[src/csw_pkg.sv]
// shared types, character codes and helpers for the comment and whitespace skipper
// no dependencies
`default_nettype none

package csw_pkg;

   localparam int COUNT_WIDTH_DEFAULT = 16;
   localparam int OUT_COUNT_WIDTH = 16;
   localparam int CSR_INDEX_WIDTH = 2;
   localparam int CSR_DATA_WIDTH = 1;

   localparam logic [CSR_INDEX_WIDTH-1:0] CSR_LINE_COMMENT  = 2'd0;
   localparam logic [CSR_INDEX_WIDTH-1:0] CSR_BLOCK_COMMENT = 2'd1;
   localparam logic [CSR_INDEX_WIDTH-1:0] CSR_CONTINUATION  = 2'd2;

   localparam logic [7:0] CH_SPACE = 8'h20;
   localparam logic [7:0] CH_TAB   = 8'h09;
   localparam logic [7:0] CH_CR    = 8'h0D;
   localparam logic [7:0] CH_LF    = 8'h0A;
   localparam logic [7:0] CH_VT    = 8'h0B;
   localparam logic [7:0] CH_FF    = 8'h0C;
   localparam logic [7:0] CH_SLASH = 8'h2F;
   localparam logic [7:0] CH_STAR  = 8'h2A;
   localparam logic [7:0] CH_BSL   = 8'h5C;

   typedef struct packed {
      logic [7:0] text_byte;
      logic       is_last;
   } req_type;

   typedef struct packed {
      logic [OUT_COUNT_WIDTH-1:0] skipped_count;
      logic [OUT_COUNT_WIDTH-1:0] line_count;
   } rsp_type;

   typedef struct packed {
      logic line_comment_enable;
      logic block_comment_enable;
      logic continuation_enable;
   } cfg_type;

   typedef struct packed {
      logic    valid;
      rsp_type data;
   } result_type;

   typedef enum logic [7:0] {
      M_WS      = 8'b0000_0001,
      M_SLASH   = 8'b0000_0010,
      M_LINE    = 8'b0000_0100,
      M_BLOCK   = 8'b0000_1000,
      M_BSTAR   = 8'b0001_0000,
      M_BSL     = 8'b0010_0000,
      M_BSLCR   = 8'b0100_0000,
      M_DISCARD = 8'b1000_0000
   } scan_mode_type;

   function automatic logic is_blank(input logic [7:0] c);
      return (c == CH_SPACE) || (c == CH_TAB) || (c == CH_CR) || (c == CH_LF) ||
             (c == CH_VT) || (c == CH_FF);
   endfunction

endpackage

`default_nettype wire

[src/comment_whitespace_skipper_unit.sv]
// top level: enable registers, input register, scan core, result register
// depends on csw_pkg, csw_in_stage, csw_scan_core, csw_out_stage
// byte path: input register, combinational scan core, result register
// throughput: one byte per cycle unless a waiting result stalls the scan state update
// the input register keeps accepting while a result waits, until both registers are full
// synchronous reset: enables return to 1, scan restarts at buffer start with zero counts
`default_nettype none

module comment_whitespace_skipper_unit #(
   parameter int COUNT_WIDTH = csw_pkg::COUNT_WIDTH_DEFAULT
) (
   input  wire logic                                   clock,
   input  wire logic                                   reset,
   input  wire logic                                   req_valid,
   output logic                                        req_ready,
   input  wire csw_pkg::req_type                       req_data,
   output logic                                        rsp_valid,
   input  wire logic                                   rsp_ready,
   output csw_pkg::rsp_type                            rsp_data,
   input  wire logic                                   csr_we,
   input  wire logic [csw_pkg::CSR_INDEX_WIDTH-1:0]    csr_index,
   input  wire logic [csw_pkg::CSR_DATA_WIDTH-1:0]     csr_wdata
);
   import csw_pkg::*;

   cfg_type    cfg_ff, cfg_in;
   logic       drain, step;
   req_type    item;
   result_type result;

   always_comb begin
      cfg_in = cfg_ff;
      if (csr_we) begin
         unique case (csr_index)
            CSR_LINE_COMMENT:  cfg_in.line_comment_enable  = csr_wdata[0];
            CSR_BLOCK_COMMENT: cfg_in.block_comment_enable = csr_wdata[0];
            CSR_CONTINUATION:  cfg_in.continuation_enable  = csr_wdata[0];
            default:           cfg_in = cfg_ff;
         endcase
      end
   end

   always_ff @(posedge clock) begin
      if (reset) begin
         cfg_ff <= '{line_comment_enable: 1'b1, block_comment_enable: 1'b1,
                     continuation_enable: 1'b1};
      end else begin
         cfg_ff <= cfg_in;
      end
   end

   csw_in_stage u_in (
      .clock     (clock),
      .reset     (reset),
      .req_valid (req_valid),
      .req_ready (req_ready),
      .req_data  (req_data),
      .drain     (drain),
      .step      (step),
      .item      (item)
   );

   csw_scan_core #(.COUNT_WIDTH(COUNT_WIDTH)) u_core (
      .clock  (clock),
      .reset  (reset),
      .step   (step),
      .item   (item),
      .cfg    (cfg_ff),
      .result (result)
   );

   csw_out_stage u_out (
      .clock     (clock),
      .reset     (reset),
      .result    (result),
      .drain     (drain),
      .rsp_valid (rsp_valid),
      .rsp_ready (rsp_ready),
      .rsp_data  (rsp_data)
   );

endmodule

`default_nettype wire

[src/csw_in_stage.sv]
// input register for one text item
// depends on csw_pkg
`default_nettype none

module csw_in_stage (
   input  wire logic             clock,
   input  wire logic             reset,
   input  wire logic             req_valid,
   output logic                  req_ready,
   input  wire csw_pkg::req_type req_data,
   input  wire logic             drain,
   output logic                  step,
   output csw_pkg::req_type      item
);
   import csw_pkg::*;

   logic    valid_ff, valid_in;
   req_type data_ff, data_in;

   assign step      = valid_ff && drain;
   assign req_ready = !valid_ff || drain;
   assign item      = data_ff;

   always_comb begin
      valid_in = valid_ff;
      data_in  = data_ff;
      if (req_ready) begin
         valid_in = req_valid;
         data_in  = req_data;
      end
   end

   always_ff @(posedge clock) begin
      if (reset) begin
         valid_ff <= 1'b0;
      end else begin
         valid_ff <= valid_in;
      end
      data_ff <= data_in;
   end

endmodule

`default_nettype wire

[src/csw_scan_core.sv]
// scan state machine with committed and tentative counts
// depends on csw_pkg
`default_nettype none

module csw_scan_core #(
   parameter int COUNT_WIDTH = csw_pkg::COUNT_WIDTH_DEFAULT
) (
   input  wire logic                clock,
   input  wire logic                reset,
   input  wire logic                step,
   input  wire csw_pkg::req_type    item,
   input  wire csw_pkg::cfg_type    cfg,
   output csw_pkg::result_type      result
);
   import csw_pkg::*;

   localparam logic [COUNT_WIDTH-1:0] ONE   = COUNT_WIDTH'(1);
   localparam logic [COUNT_WIDTH-1:0] TWO   = COUNT_WIDTH'(2);
   localparam logic [COUNT_WIDTH-1:0] THREE = COUNT_WIDTH'(3);

   function automatic logic [COUNT_WIDTH-1:0] sat_add(input logic [COUNT_WIDTH-1:0] a,
                                                      input logic [COUNT_WIDTH-1:0] b);
      logic [COUNT_WIDTH:0] s;
      s = {1'b0, a} + {1'b0, b};
      return s[COUNT_WIDTH] ? '1 : s[COUNT_WIDTH-1:0];
   endfunction

   function automatic logic [OUT_COUNT_WIDTH-1:0] to_out(input logic [COUNT_WIDTH-1:0] v);
      logic [COUNT_WIDTH+OUT_COUNT_WIDTH-1:0] wide;
      wide = {{OUT_COUNT_WIDTH{1'b0}}, v};
      return wide[OUT_COUNT_WIDTH-1:0];
   endfunction

   scan_mode_type          mode_ff, mode_in;
   logic [COUNT_WIDTH-1:0] cb_ff, cb_in, cn_ff, cn_in, tb_ff, tb_in, tn_ff, tn_in;
   logic [COUNT_WIDTH-1:0] tb_inc;
   logic                   emit, end_check;
   logic [7:0]             c;
   logic                   last;

   assign c      = item.text_byte;
   assign last   = item.is_last;
   assign tb_inc = sat_add(tb_ff, ONE);

   always_comb begin
      mode_in   = mode_ff;
      cb_in     = cb_ff;
      cn_in     = cn_ff;
      tb_in     = tb_ff;
      tn_in     = tn_ff;
      emit      = 1'b0;
      end_check = 1'b0;
      unique case (mode_ff)
         M_WS: begin
            if (is_blank(c)) begin
               cb_in = sat_add(cb_ff, ONE);
               if (c == CH_LF) cn_in = sat_add(cn_ff, ONE);
               end_check = 1'b1;
            end else if (c == CH_SLASH && !last) begin
               tb_in   = ONE;
               tn_in   = '0;
               mode_in = M_SLASH;
            end else if (c == CH_BSL && !last && cfg.continuation_enable) begin
               tb_in   = ONE;
               tn_in   = '0;
               mode_in = M_BSL;
            end else begin
               emit = 1'b1;
            end
         end
         M_SLASH: begin
            if (c == CH_SLASH && cfg.line_comment_enable) begin
               cb_in     = sat_add(cb_ff, TWO);
               cn_in     = sat_add(cn_ff, tn_ff);
               tb_in     = '0;
               tn_in     = '0;
               mode_in   = M_LINE;
               end_check = 1'b1;
            end else if (c == CH_STAR && cfg.block_comment_enable) begin
               tb_in     = TWO;
               mode_in   = M_BLOCK;
               end_check = 1'b1;
            end else begin
               emit = 1'b1;
            end
         end
         M_LINE: begin
            cb_in = sat_add(cb_ff, ONE);
            if (c == CH_LF) begin
               cn_in   = sat_add(cn_ff, ONE);
               mode_in = M_WS;
            end
            end_check = 1'b1;
         end
         M_BLOCK, M_BSTAR: begin
            end_check = 1'b1;
            if (mode_ff == M_BSTAR && c == CH_SLASH) begin
               cb_in   = sat_add(cb_ff, tb_inc);
               cn_in   = sat_add(cn_ff, tn_ff);
               tb_in   = '0;
               tn_in   = '0;
               mode_in = M_WS;
            end else begin
               tb_in = tb_inc;
               if (c == CH_LF) tn_in = sat_add(tn_ff, ONE);
               mode_in = (c == CH_STAR) ? M_BSTAR : M_BLOCK;
            end
         end
         M_BSL: begin
            if (c == CH_LF) begin
               cb_in     = sat_add(cb_ff, TWO);
               cn_in     = sat_add(cn_ff, ONE);
               tb_in     = '0;
               tn_in     = '0;
               mode_in   = M_WS;
               end_check = 1'b1;
            end else if (c == CH_CR && !last) begin
               tb_in   = TWO;
               mode_in = M_BSLCR;
            end else begin
               emit = 1'b1;
            end
         end
         M_BSLCR: begin
            if (c == CH_LF) begin
               cb_in     = sat_add(cb_ff, THREE);
               cn_in     = sat_add(cn_ff, ONE);
               tb_in     = '0;
               tn_in     = '0;
               mode_in   = M_WS;
               end_check = 1'b1;
            end else begin
               emit = 1'b1;
            end
         end
         M_DISCARD: begin
            if (last) begin
               mode_in = M_WS;
               cb_in   = '0;
               cn_in   = '0;
               tb_in   = '0;
               tn_in   = '0;
            end
         end
         default: begin
            mode_in = M_WS;
            cb_in   = '0;
            cn_in   = '0;
            tb_in   = '0;
            tn_in   = '0;
         end
      endcase

      // buffer end drops any pending sequence
      if (end_check && last) begin
         tb_in = '0;
         tn_in = '0;
         emit  = 1'b1;
      end

      result.valid              = step && emit;
      result.data.skipped_count = to_out(cb_in);
      result.data.line_count    = to_out(cn_in);

      if (emit) begin
         tb_in = '0;
         tn_in = '0;
         if (last) begin
            mode_in = M_WS;
            cb_in   = '0;
            cn_in   = '0;
         end else begin
            mode_in = M_DISCARD;
         end
      end
   end

   always_ff @(posedge clock) begin
      if (reset) begin
         mode_ff <= M_WS;
         cb_ff   <= '0;
         cn_ff   <= '0;
         tb_ff   <= '0;
         tn_ff   <= '0;
      end else if (step) begin
         mode_ff <= mode_in;
         cb_ff   <= cb_in;
         cn_ff   <= cn_in;
         tb_ff   <= tb_in;
         tn_ff   <= tn_in;
      end
   end

endmodule

`default_nettype wire

[src/csw_out_stage.sv]
// result register holding one item until the consumer takes it
// depends on csw_pkg
`default_nettype none

module csw_out_stage (
   input  wire logic                clock,
   input  wire logic                reset,
   input  wire csw_pkg::result_type result,
   output logic                     drain,
   output logic                     rsp_valid,
   input  wire logic                rsp_ready,
   output csw_pkg::rsp_type         rsp_data
);
   import csw_pkg::*;

   logic    valid_ff, valid_in;
   rsp_type data_ff, data_in;

   assign drain     = !valid_ff || rsp_ready;
   assign rsp_valid = valid_ff;
   assign rsp_data  = data_ff;

   always_comb begin
      valid_in = valid_ff;
      data_in  = data_ff;
      if (drain) begin
         valid_in = result.valid;
         data_in  = result.data;
      end
   end

   always_ff @(posedge clock) begin
      if (reset) begin
         valid_ff <= 1'b0;
      end else begin
         valid_ff <= valid_in;
      end
      data_ff <= data_in;
   end

endmodule

`default_nettype wire

[config.mk]
export PLATFORM = sky130hd
export DESIGN_NAME = comment_whitespace_skipper_unit
export DESIGN_NICKNAME = d
export VERILOG_FILES = /design/src/csw_pkg.sv /design/src/comment_whitespace_skipper_unit.sv /design/src/csw_in_stage.sv /design/src/csw_scan_core.sv /design/src/csw_out_stage.sv
export SDC_FILE = /design/constraint.sdc
export NUM_CORES = 1
export LEC_CHECK = 0
export ABC_AREA = 1
export BUFFER_PORTS_ARGS = -buffer_cell sky130_fd_sc_hd__buf_2
export CORE_MARGIN = 5
export CORE_UTILIZATION = 50
export DETAILED_ROUTE_END_ITERATION = 8
export PLACE_DENSITY = 0.69
export SYNTH_ARGS = -nofsm -noshare
export SYNTH_HDL_FRONTEND = slang
export SYNTH_SLANG_ARGS = --single-unit
[constraint.sdc]
create_clock -name clock -period 5.75 [get_ports clock]
set_input_delay 0.2875 -clock clock [delete_from_list [all_inputs] [get_ports clock]]
set_output_delay 0.2875 -clock clock [all_outputs]
set_load 0.005 [all_outputs]
[Word-level counts from Yosys, hierarchy flattened]
Index checks and enable logic that the tools add are counted.
Widths: inputs -> output; s select.
Operators by class
  add/subtract/negate cells: 8
  equal/unequal tests: 35
  multiplexer cells: 76
  reductions and logical operators: 32
Operator list (count)
  $mux 16: 43
  $pmux 16 s7: 2
  $mux 8: 12
  $pmux 16 s6: 1
  $pmux 16 s5: 1
  $add 16x1->17 const B: 4
  $eq 8x4->1 const B: 6
  $pmux 8 s6: 1
  $add 16x16->17: 2
  $add 16x2->17 const B: 2
  $eq 8x6->1 const B: 4
  $ne 4x1->1 const B: 6
  $ne 5x1->1 const B: 4
  $eq 8x7->1 const B: 2
  $reduce_and 8->1: 2
  $mux 1: 13
  $logic_and 1x1->1: 10
  $eq 8x1->1 const B: 1
  $eq 8x2->1 const B: 1
  $eq 8x3->1 const B: 1
  $eq 8x5->1 const B: 1
  $eq 8x8->1 const B: 1
  $pmux 1 s4: 2
  $logic_or 1x1->1: 7
  13 further kinds: 22
Word-level totals
  register bits after elaboration: 118

[Depth between registers and ports, before layout]
  word-level depth: 12
  depth in mapped cells: 24
  gate-level depth less buffers: 24

[By module]
Synthesis repeated with hierarchy kept, for this count alone.
Unflattened totals
  cells, all modules: 1716
  area, all modules: 10605.2 um2
By module, submodules not included
  csw_scan_core: times used 1, cells an instance 1644, area each 9146.3 um2, sequential area each 1441.4 um2
  csw_out_stage: times used 1, cells an instance 37, area each 1003.5 um2, sequential area each 980.9 um2
  csw_in_stage: times used 1, cells an instance 16, area each 320.3 um2, sequential area each 290.3 um2
  comment_whitespace_skipper_unit: times used 1, cells an instance 19, area each 135.1 um2, sequential area each 60.1 um2

[Worst setup path after synthesis]
OpenSTA, ideal clock, no wires.
  path type: reg-to-reg
  start point: register u_core.tb_ff[0]
  end point: register u_core.cb_ff[15]
  arrival time: 3.203 ns
  data required time: 5.679 ns
  setup slack: 2.476 ns
  cell stages (with the launch flop): 24
  buffers on the path: 0
  period minus slack after synthesis: 3.274 ns
  cell sequence: dfxtp_1 -> ha_1 -> nand3_1 -> nor2_1 -> nand4_1 -> nor2_1 -> inv_1 -> nand2_1 -> ha_1 -> inv_1 -> fa_1 -> inv_1 -> nand2_1 -> o21ai_1 -> nand2_1 -> nand2_1 -> nand3_1 -> nand3_1 -> inv_1 -> nand3_1 -> nand2_1 -> nand3_1 -> nand2_1 -> a21oi_1
RTL lines
  start: declaration: RTL line csw_scan_core.sv:35  | logic [COUNT_WIDTH-1:0] cb_ff, cb_in, cn_ff, cn_in, tb_ff, tb_in, tn_ff, tn_in;
  start signal: assignment: RTL line csw_scan_core.sv:189  | tb_ff <= tb_in;
  end signal: assignment: RTL line csw_scan_core.sv:187  | cb_ff <= cb_in;
  end: declaration: RTL line csw_scan_core.sv:35

==> impl_metrics.toml <==
[floorplan]
dieArea_um2 = 24100
fp.dieW_um = 155
die_h_um = 155
io_pins = 51
rows = 53
core_region_area_um2 = 20900
initial_core_util_pct = 50.6

[clock_tree]
cts_tree = "done"
htreeDepth = 4
cts_buffer_depth = 2
clk_latency_ns = 0.43
cts-root-buf = "clkbuf_16"
numClockSinks = 118
clkTransAtPathRegs_ns = 0.06
numCtsBuffers = 17
cts_hold_buf = 0
cts_resized = 0
postCtsSetupBuffers = 0

[logic_synthesis]
netlist_area_um2 = 10600
postSynthAreaPerCell_um2 = 6.23
synth_cells = 1696
synthXorXnorAreaFrac_pct = 3.81
synth_seq_cells = 118
synth.net_count = 1754
async_reset_ff_share_pct = 0
ys_warn_count = 0
synthAdderAreaFrac_pct = 5.00
synthMuxAreaShare_pct = 0
synth_top_family_by_area = "simple AND/OR/NAND/NOR gates"
synth_simple_gate_area_share_pct = 42.2
synth_flop_cell = "dfxtp_1"
synth_cell_types = 46
netlist.top_cell.by_area = "nand2_1"
synth-edff-count = 41
yosys.area.top_type_share_pct = 17.2
synth-compound-area-share_pct = 13.4
synth_area_leaders = "nand2_1 (17%), dfxtp_1 (15%), edfxtp_1 (12%)"
ys_seq_area_share_pct = 26.2

[power]
power.share.clock_pct = 47.0
comb_power_share_pct = 13.8
p_leak_uw = 0.00536
p_int_uw = 1640
ir_worst_vdd_v = 0.000181
p_sw_uw = 736
seqPwrFrac_pct = 39.2
p_per_area_nw_per_um2 = 207
swShare_pct = 30.9

[grt]
overflow = 0
grt_pass1_vias = 10500
grt_usage_pct = 28.9
grt_max_degree = 49
grt_pass1_wl_um = 56100
antenna_found_initial = 0

[min_path]
hp-class = "input pin to register"

[sta]
layout_min_cycle_time_ns = 4.29
tightest_slew_ns = 0.997
clock.fmax_ghz = 0.233
fin_setup_tns_ns = 0
finalMaxSlewViolations = 0
rsz0062_at_grt = "false"
hold_slack_ns = 0.0402
hold_viol = 0
finalWorstSetupSlack_ns = 1.46
finalCritPeriodShare_pct = 74.7
slew_headroom_pct = 33.2
setup_violations = 0
finClkSkew_ns = 0.0148

[finish]
mostFrequentLayoutCells = "nand2_1 (482), nor2_1 (196), nand3_1 (164), inv_1 (161), a21oi_1 (127)"
final_util_pct = 55.0
mostFrequentLayoutCell = "nand2_1"
instances_no_fill = 2009
drive_gt1_share_pct = 9.86
antenna_cells = 0
final_nets = 1779
area_growth_pct = 8.79

[placement]
dp_hpwl_um = 25400
dpl.cell_count = 1977
place_worst_setup_slack_ns = 1.58
port-buffer-count = 50
gp_congestion = 0.994

[worst_setup_path]
path_class = "register to register"
required_ns = 6.10
cp-start-kind = "register"
cp_max_fo = 15
arrival_ns = 4.64
r2r_slack_ns = 1.46
cp-end-kind = "register"

[drt]
viasPerCell = 5.69
top_layer = "met4"
avgRoutedWirePerCell_um = 17.2
vias = 11400
wl_um = 34600
ant_nets = 0
drc = 0
drt-met1-wl_um = 15700
met2_length_um = 14100
drtIter0Drc = 1108
dr.pass1.iters = 6
wl_met3_um = 3860

[flow_run]
cap_violations = 0

[status]
status = "finished, final reports clean"
==> per-layer routing <==
| layer | global-route usage (%) | vias to the layer above |
|---|---|---|
| met5 | 0 | - |
| met1 | 42.6 | 5124 |
| li1 | - | 5654 |
| met4 | 8.71 | 0 |
| met2 | 42.4 | 572 |
| met3 | 6.18 | 79 |
==> area by class of cell <==
| class | instances | area (µm²) |
|---|---|---|
| fillers | 2111 | 9390 |
| multi-input cells | 1352 | 6810 |
| flip-flops and latches | 118 | 2770 |
| inverters | 178 | 693 |
| clock buffers | 17 | 425 |
| well taps | 275 | 344 |
| repair buffers | 54 | 280 |
| clock inverters | 15 | 169 |
==> worst max-delay path, cell delays in order (launching register included) <==
cell	delay [ns]
dfxtp_1	0.40
ha_1	0.22
nand3_1	0.12
nor2_1	0.19
nand4_1	0.17
nor2_1	0.25
inv_1	0.26
nand2_1	0.16
ha_1	0.21
inv_1	0.07
fa_1	0.41
inv_1	0.09
nand2_1	0.07
o21ai_1	0.27
nand2_1	0.12
nand2_1	0.09
nand3_1	0.14
nand3_1	0.37
inv_1	0.16
nand2_1	0.13
nand2_1	0.05
nand3_1	0.09
nand2_1	0.05
a21oi_1	0.12
==> registers in the layout, summed over array words and instances, names as in the netlist <==
register and cells:
cfg_ff 3, u_core.mode_ff 8, u_core.tb_ff 16, u_core.cn_ff 16, u_core.cb_ff 16, u_out.rsp_valid 1, u_out.rsp_data 32, u_in.valid_ff 1
u_core.tn_ff 16, u_in.item 9
==> metrics by stage <==
step,power [µW],cell area (µm²)
final,2380,11500
after global routing,2470,11500
after CTS,2390,11500
after detailed placement,1270,10900
after global placement,1270,10900
after floorplan,1180,10600
==> synth_stat cells, types with 4 or more instances <==
| cell | number |
|---|---|
| a21oi_1 | 127 |
| buf_2 | 19 |
| buf_4 | 5 |
| buf_6 | 5 |
| clkbuf_1 | 17 |
| dfxtp_1 | 77 |
| edfxtp_1 | 41 |
| ha_1 | 39 |
| inv_1 | 161 |
| inv_2 | 10 |
| nand2_1 | 483 |
| nand2_2 | 16 |
| nand2_4 | 4 |
| nand3_1 | 164 |
| nand3_2 | 7 |
| nand3b_1 | 7 |
| nand4_1 | 45 |
| nor2_1 | 196 |
| nor2_2 | 24 |
| nor2_4 | 7 |
| nor3_1 | 25 |
| nor4_1 | 5 |
| o211ai_1 | 13 |
| o21a_1 | 4 |
| o21ai_0 | 110 |
| or2_2 | 5 |
| xnor2_1 | 5 |
| xor2_1 | 41 |
==> final timing paths <==
| path | from | endpoint | cells past startpoint |
|---|---|---|---|
| max | u_core.tb_ff[0]$_SDFFE_PP0P_ | u_core.cb_ff[10]$_SDFFE_PP0P_ | 23 |
| min | req_data[6] | u_in.item[6]$_DFFE_PP_ | 1 |
| max reg2reg | u_core.tb_ff[0]$_SDFFE_PP0P_ | u_core.cb_ff[10]$_SDFFE_PP0P_ | 23 |
| min reg2reg | cfg_ff[1]$_SDFFE_PP1P_ | cfg_ff[1]$_SDFFE_PP1P_ | 2 |
==> power by group through the flow <==
stage | Clock, µW | Sequential, µW | Combinational (µW)
2_1_floorplan | 0 | 939 | 242
3_3_place_gp | 0 | 948 | 321
3_5_place_dp | 0 | 949 | 322
4_1_cts | 1130 | 931 | 325
5_1_grt | 1160 | 937 | 367
6_report | 1120 | 932 | 329
==> cells by family (layout without fill, tap and decap cells) <==
logic type,count (synthesis),after routing
AO/OA/AOI/OAI,269,269
XOR/XNOR,46,46
adder cells (fa/ha/maj),41,41
buffers and inverters,226,264
flip-flops,118,118
AND/OR/NAND/NOR,996,996
Power figures use the tool's default switching activity.
